[src/rtl/ppph_pkg.sv]
// ----------------------------------------------------------------------------
// PPP header receiver package
// Shared types, codes and the byte-wide FCS-16 update.
// ----------------------------------------------------------------------------
package ppph_pkg;

	localparam logic [15:0] FCS_INIT  = 16'hFFFF;
	localparam logic [15:0] FCS_POLY  = 16'h8408;
	localparam logic [7:0]  BYTE_ESC  = 8'h7D;
	localparam logic [7:0]  BYTE_FLAG = 8'h7E;
	localparam logic [7:0]  BYTE_ADDR = 8'hFF;
	localparam logic [7:0]  BYTE_CTRL = 8'h03;
	localparam logic [7:0]  ESC_XOR   = 8'h20;

	localparam logic [1:0] CFG_ACCM = 2'd0;
	localparam logic [1:0] CFG_ACFC = 2'd1;
	localparam logic [1:0] CFG_PFC  = 2'd2;

	typedef enum logic [2:0] {
		EV_CONSUMED = 3'd0,
		EV_DROPPED  = 3'd1,
		EV_ESCAPE   = 3'd2,
		EV_RESTART  = 3'd3,
		EV_DONE     = 3'd4
	} event_t;

	typedef enum logic [1:0] {
		PG_NONE  = 2'd0,
		PG_ADDR  = 2'd1,
		PG_CTRL  = 2'd2,
		PG_PROTO = 2'd3
	} prog_t;

	typedef struct packed {
		logic [31:0] accm;
		logic        acfc;
		logic        pfc;
	} cfg_t;

	typedef struct packed {
		event_t      ev;
		logic [15:0] proto;
		logic [15:0] fcs;
	} res_t;

	function automatic logic [15:0] fcs_add(input logic [15:0] f, input logic [7:0] b);
		logic [15:0] v;
		v = f ^ {8'h00, b};
		for (int i = 0; i < 8; i++) begin
			if (v[0])
				v = (v >> 1) ^ FCS_POLY;
			else
				v = v >> 1;
		end
		return v;
	endfunction

endpackage

[src/rtl/ppph_cfg.sv]
// ----------------------------------------------------------------------------
// PPP header receiver configuration registers
// Holds the receive ACCM and the ACFC and PFC enables.
// ----------------------------------------------------------------------------
module ppph_cfg import ppph_pkg::*; (
	input  logic        clk,
	input  logic        arst_n,
	input  logic        cfg_we,
	input  logic [1:0]  cfg_index,
	input  logic [31:0] cfg_data,
	output cfg_t        cfg
);

	cfg_t cfg_q;

	always_ff @(posedge clk or negedge arst_n) begin
		if (!arst_n) begin
			cfg_q.accm <= 32'hFFFF_FFFF;
			cfg_q.acfc <= 1'b0;
			cfg_q.pfc  <= 1'b0;
		end else if (cfg_we) begin
			case (cfg_index)
				CFG_ACCM: cfg_q.accm <= cfg_data;
				CFG_ACFC: cfg_q.acfc <= cfg_data[0];
				CFG_PFC:  cfg_q.pfc  <= cfg_data[0];
				default: ;
			endcase
		end
	end

	assign cfg = cfg_q;

endmodule

[src/rtl/ppph_track.sv]
// ----------------------------------------------------------------------------
// PPP header tracker
// Decodes one raw byte against the header state and updates the FCS.
// ----------------------------------------------------------------------------
module ppph_track import ppph_pkg::*; (
	input  logic       clk,
	input  logic       arst_n,
	input  cfg_t       cfg,
	input  logic       take,
	input  logic [7:0] raw,
	output res_t       res
);

	prog_t       prog_q, prog_d;
	logic        esc_q, esc_d;
	logic [7:0]  phigh_q, phigh_d;
	logic [15:0] fcs_q, fcs_d;

	logic        drop, is_data;
	logic [7:0]  b;
	event_t      ev;
	logic        do_restart, do_crc, ld_high, short_pfc;
	prog_t       prog_n;

	// classify the word
	always_comb begin
		drop       = (raw[7:5] == 3'b000) && cfg.accm[raw[4:0]];
		is_data    = !drop && (esc_q || (raw != BYTE_ESC && raw != BYTE_FLAG));
		b          = esc_q ? (raw ^ ESC_XOR) : raw;
		ev         = EV_CONSUMED;
		do_restart = 1'b0;
		do_crc     = 1'b0;
		ld_high    = 1'b0;
		short_pfc  = 1'b0;
		prog_n     = prog_q;
		if (drop) begin
			ev = EV_DROPPED;
		end else if (!is_data) begin
			if (raw == BYTE_ESC) begin
				ev = EV_ESCAPE;
			end else begin
				ev         = EV_RESTART;
				do_restart = 1'b1;
			end
		end else if (prog_q == PG_NONE || prog_q == PG_ADDR) begin
			if (b == BYTE_ADDR) begin
				if (prog_q == PG_NONE) begin
					prog_n = PG_ADDR;
					do_crc = 1'b1;
				end else begin
					ev         = EV_RESTART;
					do_restart = 1'b1;
				end
			end else if (b == BYTE_CTRL) begin
				if (prog_q == PG_ADDR) begin
					prog_n = PG_CTRL;
					do_crc = 1'b1;
				end else begin
					ev         = EV_RESTART;
					do_restart = 1'b1;
				end
			end else if (cfg.acfc && prog_q == PG_NONE) begin
				do_crc = 1'b1;
				if (cfg.pfc && b[0]) begin
					short_pfc = 1'b1;
					ev        = EV_DONE;
					prog_n    = PG_NONE;
				end else begin
					ld_high = 1'b1;
					prog_n  = PG_PROTO;
				end
			end else begin
				ev         = EV_RESTART;
				do_restart = 1'b1;
			end
		end else begin
			do_crc = 1'b1;
			if (prog_q == PG_CTRL && !(cfg.pfc && b[0])) begin
				ld_high = 1'b1;
				prog_n  = PG_PROTO;
			end else begin
				short_pfc = (prog_q == PG_CTRL);
				ev        = EV_DONE;
				prog_n    = PG_NONE;
			end
		end
	end

	// next state
	always_comb begin
		prog_d  = do_restart ? PG_NONE : prog_n;
		esc_d   = drop ? esc_q : (esc_q ? 1'b0 : (raw == BYTE_ESC));
		phigh_d = phigh_q;
		if (ld_high)
			phigh_d = b;
		else if (short_pfc)
			phigh_d = 8'h00;
		if (do_restart)
			fcs_d = FCS_INIT;
		else if (do_crc)
			fcs_d = fcs_add(fcs_q, b);
		else
			fcs_d = fcs_q;
	end

	// result word
	always_comb begin
		res.ev    = ev;
		res.fcs   = fcs_d;
		res.proto = 16'h0000;
		if (ev == EV_DONE)
			res.proto = {(short_pfc ? 8'h00 : phigh_q), b};
	end

	always_ff @(posedge clk or negedge arst_n) begin
		if (!arst_n) begin
			prog_q  <= PG_NONE;
			esc_q   <= 1'b0;
			phigh_q <= 8'h00;
			fcs_q   <= FCS_INIT;
		end else if (take) begin
			prog_q  <= prog_d;
			esc_q   <= esc_d;
			phigh_q <= phigh_d;
			fcs_q   <= fcs_d;
		end
	end

`ifndef SYNTHESIS
	a_restart_fcs: assert property (@(posedge clk) disable iff (!arst_n)
		take && res.ev == EV_RESTART |=> fcs_q == FCS_INIT && prog_q == PG_NONE)
		else $error("restart did not reload header state");
	a_drop_hold: assert property (@(posedge clk) disable iff (!arst_n)
		take && drop |=> $stable(fcs_q) && $stable(esc_q) && $stable(prog_q))
		else $error("dropped word changed state");
	a_done_idle: assert property (@(posedge clk) disable iff (!arst_n)
		take && res.ev == EV_DONE |=> prog_q == PG_NONE && !esc_q)
		else $error("header completion left state behind");
`endif

endmodule

[src/rtl/ppp_header_receiver.sv]
// ----------------------------------------------------------------------------
// PPP header receiver
// Tracks the async HDLC framed PPP header one raw line byte at a time.
// ----------------------------------------------------------------------------
// Usage:
//   in channel: in_valid/in_stall carry rx_byte, one raw serial-line byte.
//   out channel: out_valid/out_stall carry one result word per input word:
//   event_res, protocol_value (nonzero only on header complete) and
//   fcs_value, the running FCS-16 after the byte.
//   cfg port: cfg_we writes cfg_data into register cfg_index
//   (0 ACCM, 1 ACFC enable, 2 PFC enable); write only while idle.
// Pipeline: a word is registered on input, decoded against the header
//   state and registered on output. Throughput is one word per cycle
//   while the output is not stalled; the header state and the byte-wide
//   FCS update are computed combinationally in the decode stage.
// Reset: both stages empty, no header in progress, no escape pending,
//   FCS 0xFFFF, ACCM all ones, ACFC and PFC off.
// Stall: a held output word stays stable; the input stage then fills
//   and in_stall rises in the same cycle that both stages are occupied.
// ----------------------------------------------------------------------------
module ppp_header_receiver import ppph_pkg::*; (
	input  logic        clk,
	input  logic        arst_n,
	input  logic        in_valid,
	output logic        in_stall,
	input  logic [7:0]  rx_byte,
	output logic        out_valid,
	input  logic        out_stall,
	output logic [2:0]  event_res,
	output logic [15:0] protocol_value,
	output logic [15:0] fcs_value,
	input  logic        cfg_we,
	input  logic [1:0]  cfg_index,
	input  logic [31:0] cfg_data
);

	cfg_t       cfg;
	res_t       res;
	logic       valid_s1, valid_s2;
	logic [7:0] byte_s1;
	res_t       res_s2;
	logic       adv;

	assign adv      = !valid_s2 || !out_stall;
	assign in_stall = valid_s1 && !adv;

	ppph_cfg u_cfg (
		.clk       (clk),
		.arst_n    (arst_n),
		.cfg_we    (cfg_we),
		.cfg_index (cfg_index),
		.cfg_data  (cfg_data),
		.cfg       (cfg)
	);

	ppph_track u_track (
		.clk    (clk),
		.arst_n (arst_n),
		.cfg    (cfg),
		.take   (valid_s1 && adv),
		.raw    (byte_s1),
		.res    (res)
	);

	always_ff @(posedge clk or negedge arst_n) begin
		if (!arst_n) begin
			valid_s1 <= 1'b0;
		end else if (!in_stall) begin
			valid_s1 <= in_valid;
		end
	end

	always_ff @(posedge clk) begin
		if (in_valid && !in_stall)
			byte_s1 <= rx_byte;
	end

	always_ff @(posedge clk or negedge arst_n) begin
		if (!arst_n) begin
			valid_s2 <= 1'b0;
		end else if (adv) begin
			valid_s2 <= valid_s1;
		end
	end

	always_ff @(posedge clk) begin
		if (adv && valid_s1)
			res_s2 <= res;
	end

	assign out_valid      = valid_s2;
	assign event_res      = res_s2.ev;
	assign protocol_value = res_s2.proto;
	assign fcs_value      = res_s2.fcs;

`ifndef SYNTHESIS
	a_stall_full: assert property (@(posedge clk) disable iff (!arst_n)
		in_stall |-> valid_s1 && valid_s2 && out_stall)
		else $error("input stalled with room in the pipeline");
	a_proto_done: assert property (@(posedge clk) disable iff (!arst_n)
		out_valid && res_s2.ev != EV_DONE |-> protocol_value == 16'h0000)
		else $error("protocol reported without header completion");
	a_restart_out: assert property (@(posedge clk) disable iff (!arst_n)
		out_valid && res_s2.ev == EV_RESTART |-> fcs_value == FCS_INIT)
		else $error("restart word carries a stale FCS");
`endif

endmodule

[config.mk]
export PLATFORM = sky130hd
export DESIGN_NAME = ppp_header_receiver
export DESIGN_NICKNAME = d
export VERILOG_FILES = /design/src/rtl/ppph_pkg.sv /design/src/rtl/ppph_cfg.sv /design/src/rtl/ppph_track.sv /design/src/rtl/ppp_header_receiver.sv
export SDC_FILE = /design/constraint.sdc
export NUM_CORES = 1
export LEC_CHECK = 0
export BUFFER_PORTS_ARGS = -buffer_cell sky130_fd_sc_hd__buf_2
export CAP_MARGIN = 20
export CELL_PAD_IN_SITES_DETAIL_PLACEMENT = 0
export CELL_PAD_IN_SITES_GLOBAL_PLACEMENT = 1
export CORE_MARGIN = 3
export CORE_UTILIZATION = 46
export CTS_CLUSTER_DIAMETER = 80
export CTS_CLUSTER_SIZE = 40
export DETAILED_ROUTE_END_ITERATION = 8
export HOLD_SLACK_MARGIN = 0.03
export PLACE_DENSITY = 0.85
export SETUP_SLACK_MARGIN = 0.15
export SLEW_MARGIN = 20
export SYNTH_ARGS = -nofsm -noshare
export SYNTH_HDL_FRONTEND = slang
export SYNTH_SLANG_ARGS = --single-unit
[constraint.sdc]
create_clock -name clk -period 2.8 [get_ports clk]
set_input_delay 0.42 -clock clk [delete_from_list [all_inputs] [get_ports clk]]
set_output_delay 0.42 -clock clk [all_outputs]
set_load 0.01 [all_outputs]
---- After elaboration in Yosys (flattened, before gate mapping) ----
Cells that the tools add are included.
operators by class
  equality and inequality tests ........... 14
  reductions and logical operators ........ 27
  bitwise operators ....................... 11
  order comparisons ....................... 1
  multiplexer cells ....................... 85
operator list
  cell                number
  $mux 16             24
  $mux 1              36
  $mux 2              13
  $mux 3              8
  $not 2->3           8
  $mux 8              2
  $ne 8x7->1 const B  2
  $xor 16x8->16       1
  $logic_and 1x1->1   9
  $eq 8x2->1 const B  1
  $eq 8x7->1 const B  1
  $eq 8x8->1 const B  1
  $reduce_and 2->1    4
  $logic_not 1->1     6
  $lt 5x6->1 const B  1
  $mux 6              1
  $reduce_and 6->1    1
  $bmux 1 s5          1
  $ne 5x3->1 const B  1
  $ne 5x4->1 const B  1
  $eq 2x1->1 const B  2
  $eq 2x2->1 const B  2
  $logic_not 2->1     2
  $ne 4x2->1 const B  1
  6 further kinds     9
word-level totals
  word-level logic and storage cells ...... 151
  register bits after elaboration ......... 106
  output and inout port bits .............. 37
  input bits .............................. 47

---- Depth between registers and ports, before layout ----
  word-level depth ........................ 38
  gate-level depth with buffers ........... 10
  depth with buffers taken out ............ 7

---- Modules after synthesis ----
From an unflattened synthesis, not the netlist that was laid out.
second synthesis, totals
  cell total of the unflattened synthesis .. 331
  area total of the unflattened synthesis .. 5007.3 um^2
by module, submodules not included
  module               seq. area each (um^2)  instances  cells each  area an instance (um^2)
  ppph_track           695.7                  1          206         2282.2
  ppp_header_receiver  1341.3                 1          51          1383.8
  ppph_cfg             890.9                  1          74          1341.3

---- Worst setup path before layout ----
No wires, ideal clock.
  path kind ............................... register to register
  start ................................... register byte_s1[0]
  end ..................................... register res_s2 (netlist bit fcs_value[10]) (data pin)
  period minus slack after synthesis ...... 2.433 ns
  path buffers ............................ 1
  required time ........................... 2.539 ns
  arrival ................................. 2.172 ns
  stages on the path, launching flop included .. 7
  library setup time ...................... 0.261 ns
  slack ................................... 0.367 ns
  path through ............................ edfxtp_1 mux4_2 a22oi_1 a31oi_1 o311a_4 buf_2 o32a_1
RTL lines
  element                 RTL line                   text
  from (decl)             ppp_header_receiver.sv:40  logic [7:0] byte_s1;
  from (signal assigned)  ppp_header_receiver.sv:75  byte_s1 <= rx_byte;
  to (signal assigned)    ppp_header_receiver.sv:88  res_s2 <= res;
  to (decl)               ppp_header_receiver.sv:41  res_t res_s2;

==> impl_metrics.toml <==
[outcome]
outcome = "complete, no violations"

[setup_path]
worst-path-buf-inv = 2
max_stage_delay_ns = 0.51
slowest_stage = "mux4_2"
r2r_slack_ns = 0.19
crit_chain = "buf_6 -> mux4_2 -> o21a_1 -> o311a_4 -> buf_4 -> o32a_1"
cp.arrival_ns = 2.74
r2r_end = "fcs_value[14]$_DFFE_PP_"
crit_family = "compound AO/OA/AOI/OAI gates"
critPathLaunchType = "flop"
required_ns = 2.93
ff2ff_path_depth = 6
cp_max_fo = 13
reg2reg_from = "byte_s1[0]$_DFFE_PP_"
cp-end-kind = "flop"
setup.worst_path.class = "reg2reg"

[synthesis]
syn_inst = 346
ys_seq_elements = 106
seq_area_frac_synth_pct = 60.3
async_flop_share_pct = 59.4
ys_types = 54
avgSynthCellArea_um2 = 14.0
yosysMostFrequentCell = "dfstp_2"
synth_area_um2 = 4860
synth_flop_cell = "dfstp_2"
synth_nets = 393
ys_warn_count = 0
synthTopCellsByArea = "edfxtp_1 27%, dfstp_2 26%, mux2_2 8.8%"
netlist.area_leader.share_pct = 26.6
synth_edf_count = 43
synth_commonest_cells = "48 x dfstp_2, 43 x edfxtp_1, 38 x mux2_2"
synth_top_area_cell = "edfxtp_1"

[timing]
hold_violations = 0
final-setup-viol-count = 0
period_share_pct = 93.3
worst_pin_slew_ns = 0.784
setup_slack_ns = 0.187
slew_headroom_pct = 47.7
clock_skew_ns = 0.0133
post-route-min-period_ns = 2.61
slew_viol_final = 0
rsz0062_at_grt = "true"
setup_tns_ns = 0
max_freq_mhz = 383

[place]
place_congestion = 0.839
dp_hpwl_um = 7200
dp_slack_ns = 0.0942
portBuffers = 83

[power_and_ir_drop]
p_per_area_nw_per_um2 = 923
p_int_mw = 3.56
pwr-share-seq_pct = 47.8
net-switching-power_mw = 1.72
peakVddDrop_mv = 0.344
comb_power_share_pct = 34.9
switching_share_pct = 32.5
p_leak_nw = 2.26
clkPwrFrac_pct = 17.3

[floorplanning]
die_x_um = 109
die-area_um2 = 11800
ios = 84
initial_core_util_pct = 48.6
std_cell_rows = 36
die_h_um = 109
core_um2 = 10000

[global_routing]
grt_pass1_vias = 3079
grt_max_degree = 64
grt_overflow = 0
antenna_found_initial = 0
grt_util_all_layers_pct = 17.7
grt_pass1_wl_um = 16000

[clock_network]
cts-root-buf = "clkbuf_8"
cts-htree-levels = 3
clk_pin_slew_ns = 0.10
cts_hold_buf = 0
cts_tree = "yes"
cts.sink_count = 106
clk_path_buf_depth = 2
clk_latency_ns = 0.37
numCtsBuffers = 9

[drt]
route.met2.wl_um = 4820
routedWlPerCell_um = 17.6
wl_met3_um = 669
drt_iter0_drc = 192
vias = 3138
ant_nets = 0
drcViolationCount = 0
dr.max_layer_used = "met4"
wirelength_um = 10100
m1WireLength_um = 4480
first_pass_iters = 4
viasPerCell = 5.46

[run]
max_cap_viol_count = 0

[layout]
area_delta_synth_final_pct = 17.8
layout.nets = 484
drive_gt1_share_pct = 48.9
antenna_cells = 0

[min_path]
hold_path_class = "in2async"
==> placed cells by master, fill, tap and decap left out, types with 2 or more instances in the layout <==
| cell | count |
|---|---|
| a211o_1 | 2 |
| a21oi_1 | 5 |
| a22o_1 | 6 |
| a22oi_1 | 4 |
| and2_1 | 18 |
| and3_1 | 2 |
| buf_2 | 83 |
| buf_4 | 14 |
| clkbuf_8 | 10 |
| clkinv_2 | 2 |
| dfrtp_1 | 15 |
| dfstp_2 | 48 |
| edfxtp_1 | 43 |
| inv_1 | 6 |
| mux2_2 | 38 |
| mux2i_1 | 10 |
| mux4_2 | 2 |
| nand2_1 | 18 |
| nand2b_1 | 4 |
| nand3_1 | 2 |
| nand4_1 | 2 |
| nor2_1 | 8 |
| nor2_4 | 2 |
| nor2b_1 | 2 |
| nor3_1 | 5 |
| o21ai_1 | 2 |
| o22a_1 | 14 |
| o31a_1 | 2 |
| o32a_1 | 17 |
| xnor2_1 | 18 |
| xor2_1 | 8 |
==> timing repair <==
action                     4_1_cts  5_1_grt
pin swaps                        0        3
setup endpoints to repair       17       31
setup buffers                    0        4
gates resized for setup          2        3
==> metal layers <==
metal  GRT usage (%)  up-vias
met1            24.9     1523
met3            3.32       14
met2            27.4      117
li1                -     1484
met4            6.31        0
met5               0        -
==> per-stage QoR <==
stage | instances | total power, mW | hold WS (ns) | cell area, um2 | utilization, %
2_1_floorplan | 346 | 3.81 | 0.124 | 4860 | -
3_3_place_gp | 555 | 4.28 | 0.473 | 5440 | 54.4
3_5_place_dp | 555 | 4.35 | 0.487 | 5450 | 54.5
4_1_cts | 571 | 5.27 | 0.208 | 5660 | 56.6
5_1_grt | 575 | 5.58 | 0.202 | 5720 | 57.2
6_report | 575 | 5.28 | 0.195 | 5720 | 57.2
==> kinds of logic (layout without fill, tap and decap cells) <==
kind of cell	count (synthesis)	after routing	synth area share, %
flops	106	106	60.3
xor+xnor	26	26	4.69
mux	50	50	11.8
compound gates	63	63	11.4
buf+inv	25	121	2.50
simple gates	76	76	9.35
==> worst max path at each step <==
stage,start,to,slack (ns),depth (start not counted)
finish,byte_s1[0]$_DFFE_PP_,fcs_value[14]$_DFFE_PP_,0.19,6
global route,byte_s1[0]$_DFFE_PP_,fcs_value[15]$_DFFE_PP_,0.12,6
CTS,byte_s1[0]$_DFFE_PP_,protocol_value[2]$_SDFFCE_PP0P_,0.15,6
detailed placement,byte_s1[0]$_DFFE_PP_,fcs_value[3]$_DFFE_PP_,0.09,6
global placement,byte_s1[0]$_DFFE_PP_,fcs_value[8]$_DFFE_PP_,0.13,6
floorplan,byte_s1[0]$_DFFE_PP_,fcs_value[10]$_DFFE_PP_,0.37,6
==> cell type report <==
type,count,area (um2)
clock buffer,11,163
clock inverter,5,33.8
fill,843,4280
inverter,6,22.5
multi-input combinational,215,1850
sequential,106,2930
tap,133,166
timing repair buffer,99,552
==> power groups by stage <==
| stage | clock network [mW] | logic (mW) | registers [mW] |
|---|---|---|---|
| 6_report | 0.914 | 1.84 | 2.52 |
| 2_1_floorplan | 0 | 1.28 | 2.53 |
| 4_1_cts | 0.936 | 1.81 | 2.52 |
| 3_5_place_dp | 0 | 1.79 | 2.55 |
| 3_3_place_gp | 0 | 1.74 | 2.54 |
| 5_1_grt | 0.998 | 2.01 | 2.57 |
==> sequential cells by signal, indices dropped and copies added (netlist names) <==
register and flops:
out_valid 1, u_cfg.cfg 34, u_track.esc_q 1, event_res 3, u_track.fcs_q 16, byte_s1 8, u_track.prog_q 2, fcs_value 16
u_track.phigh_q 8, protocol_value 16, valid_s1 1
(Power assumes the default switching activity.)
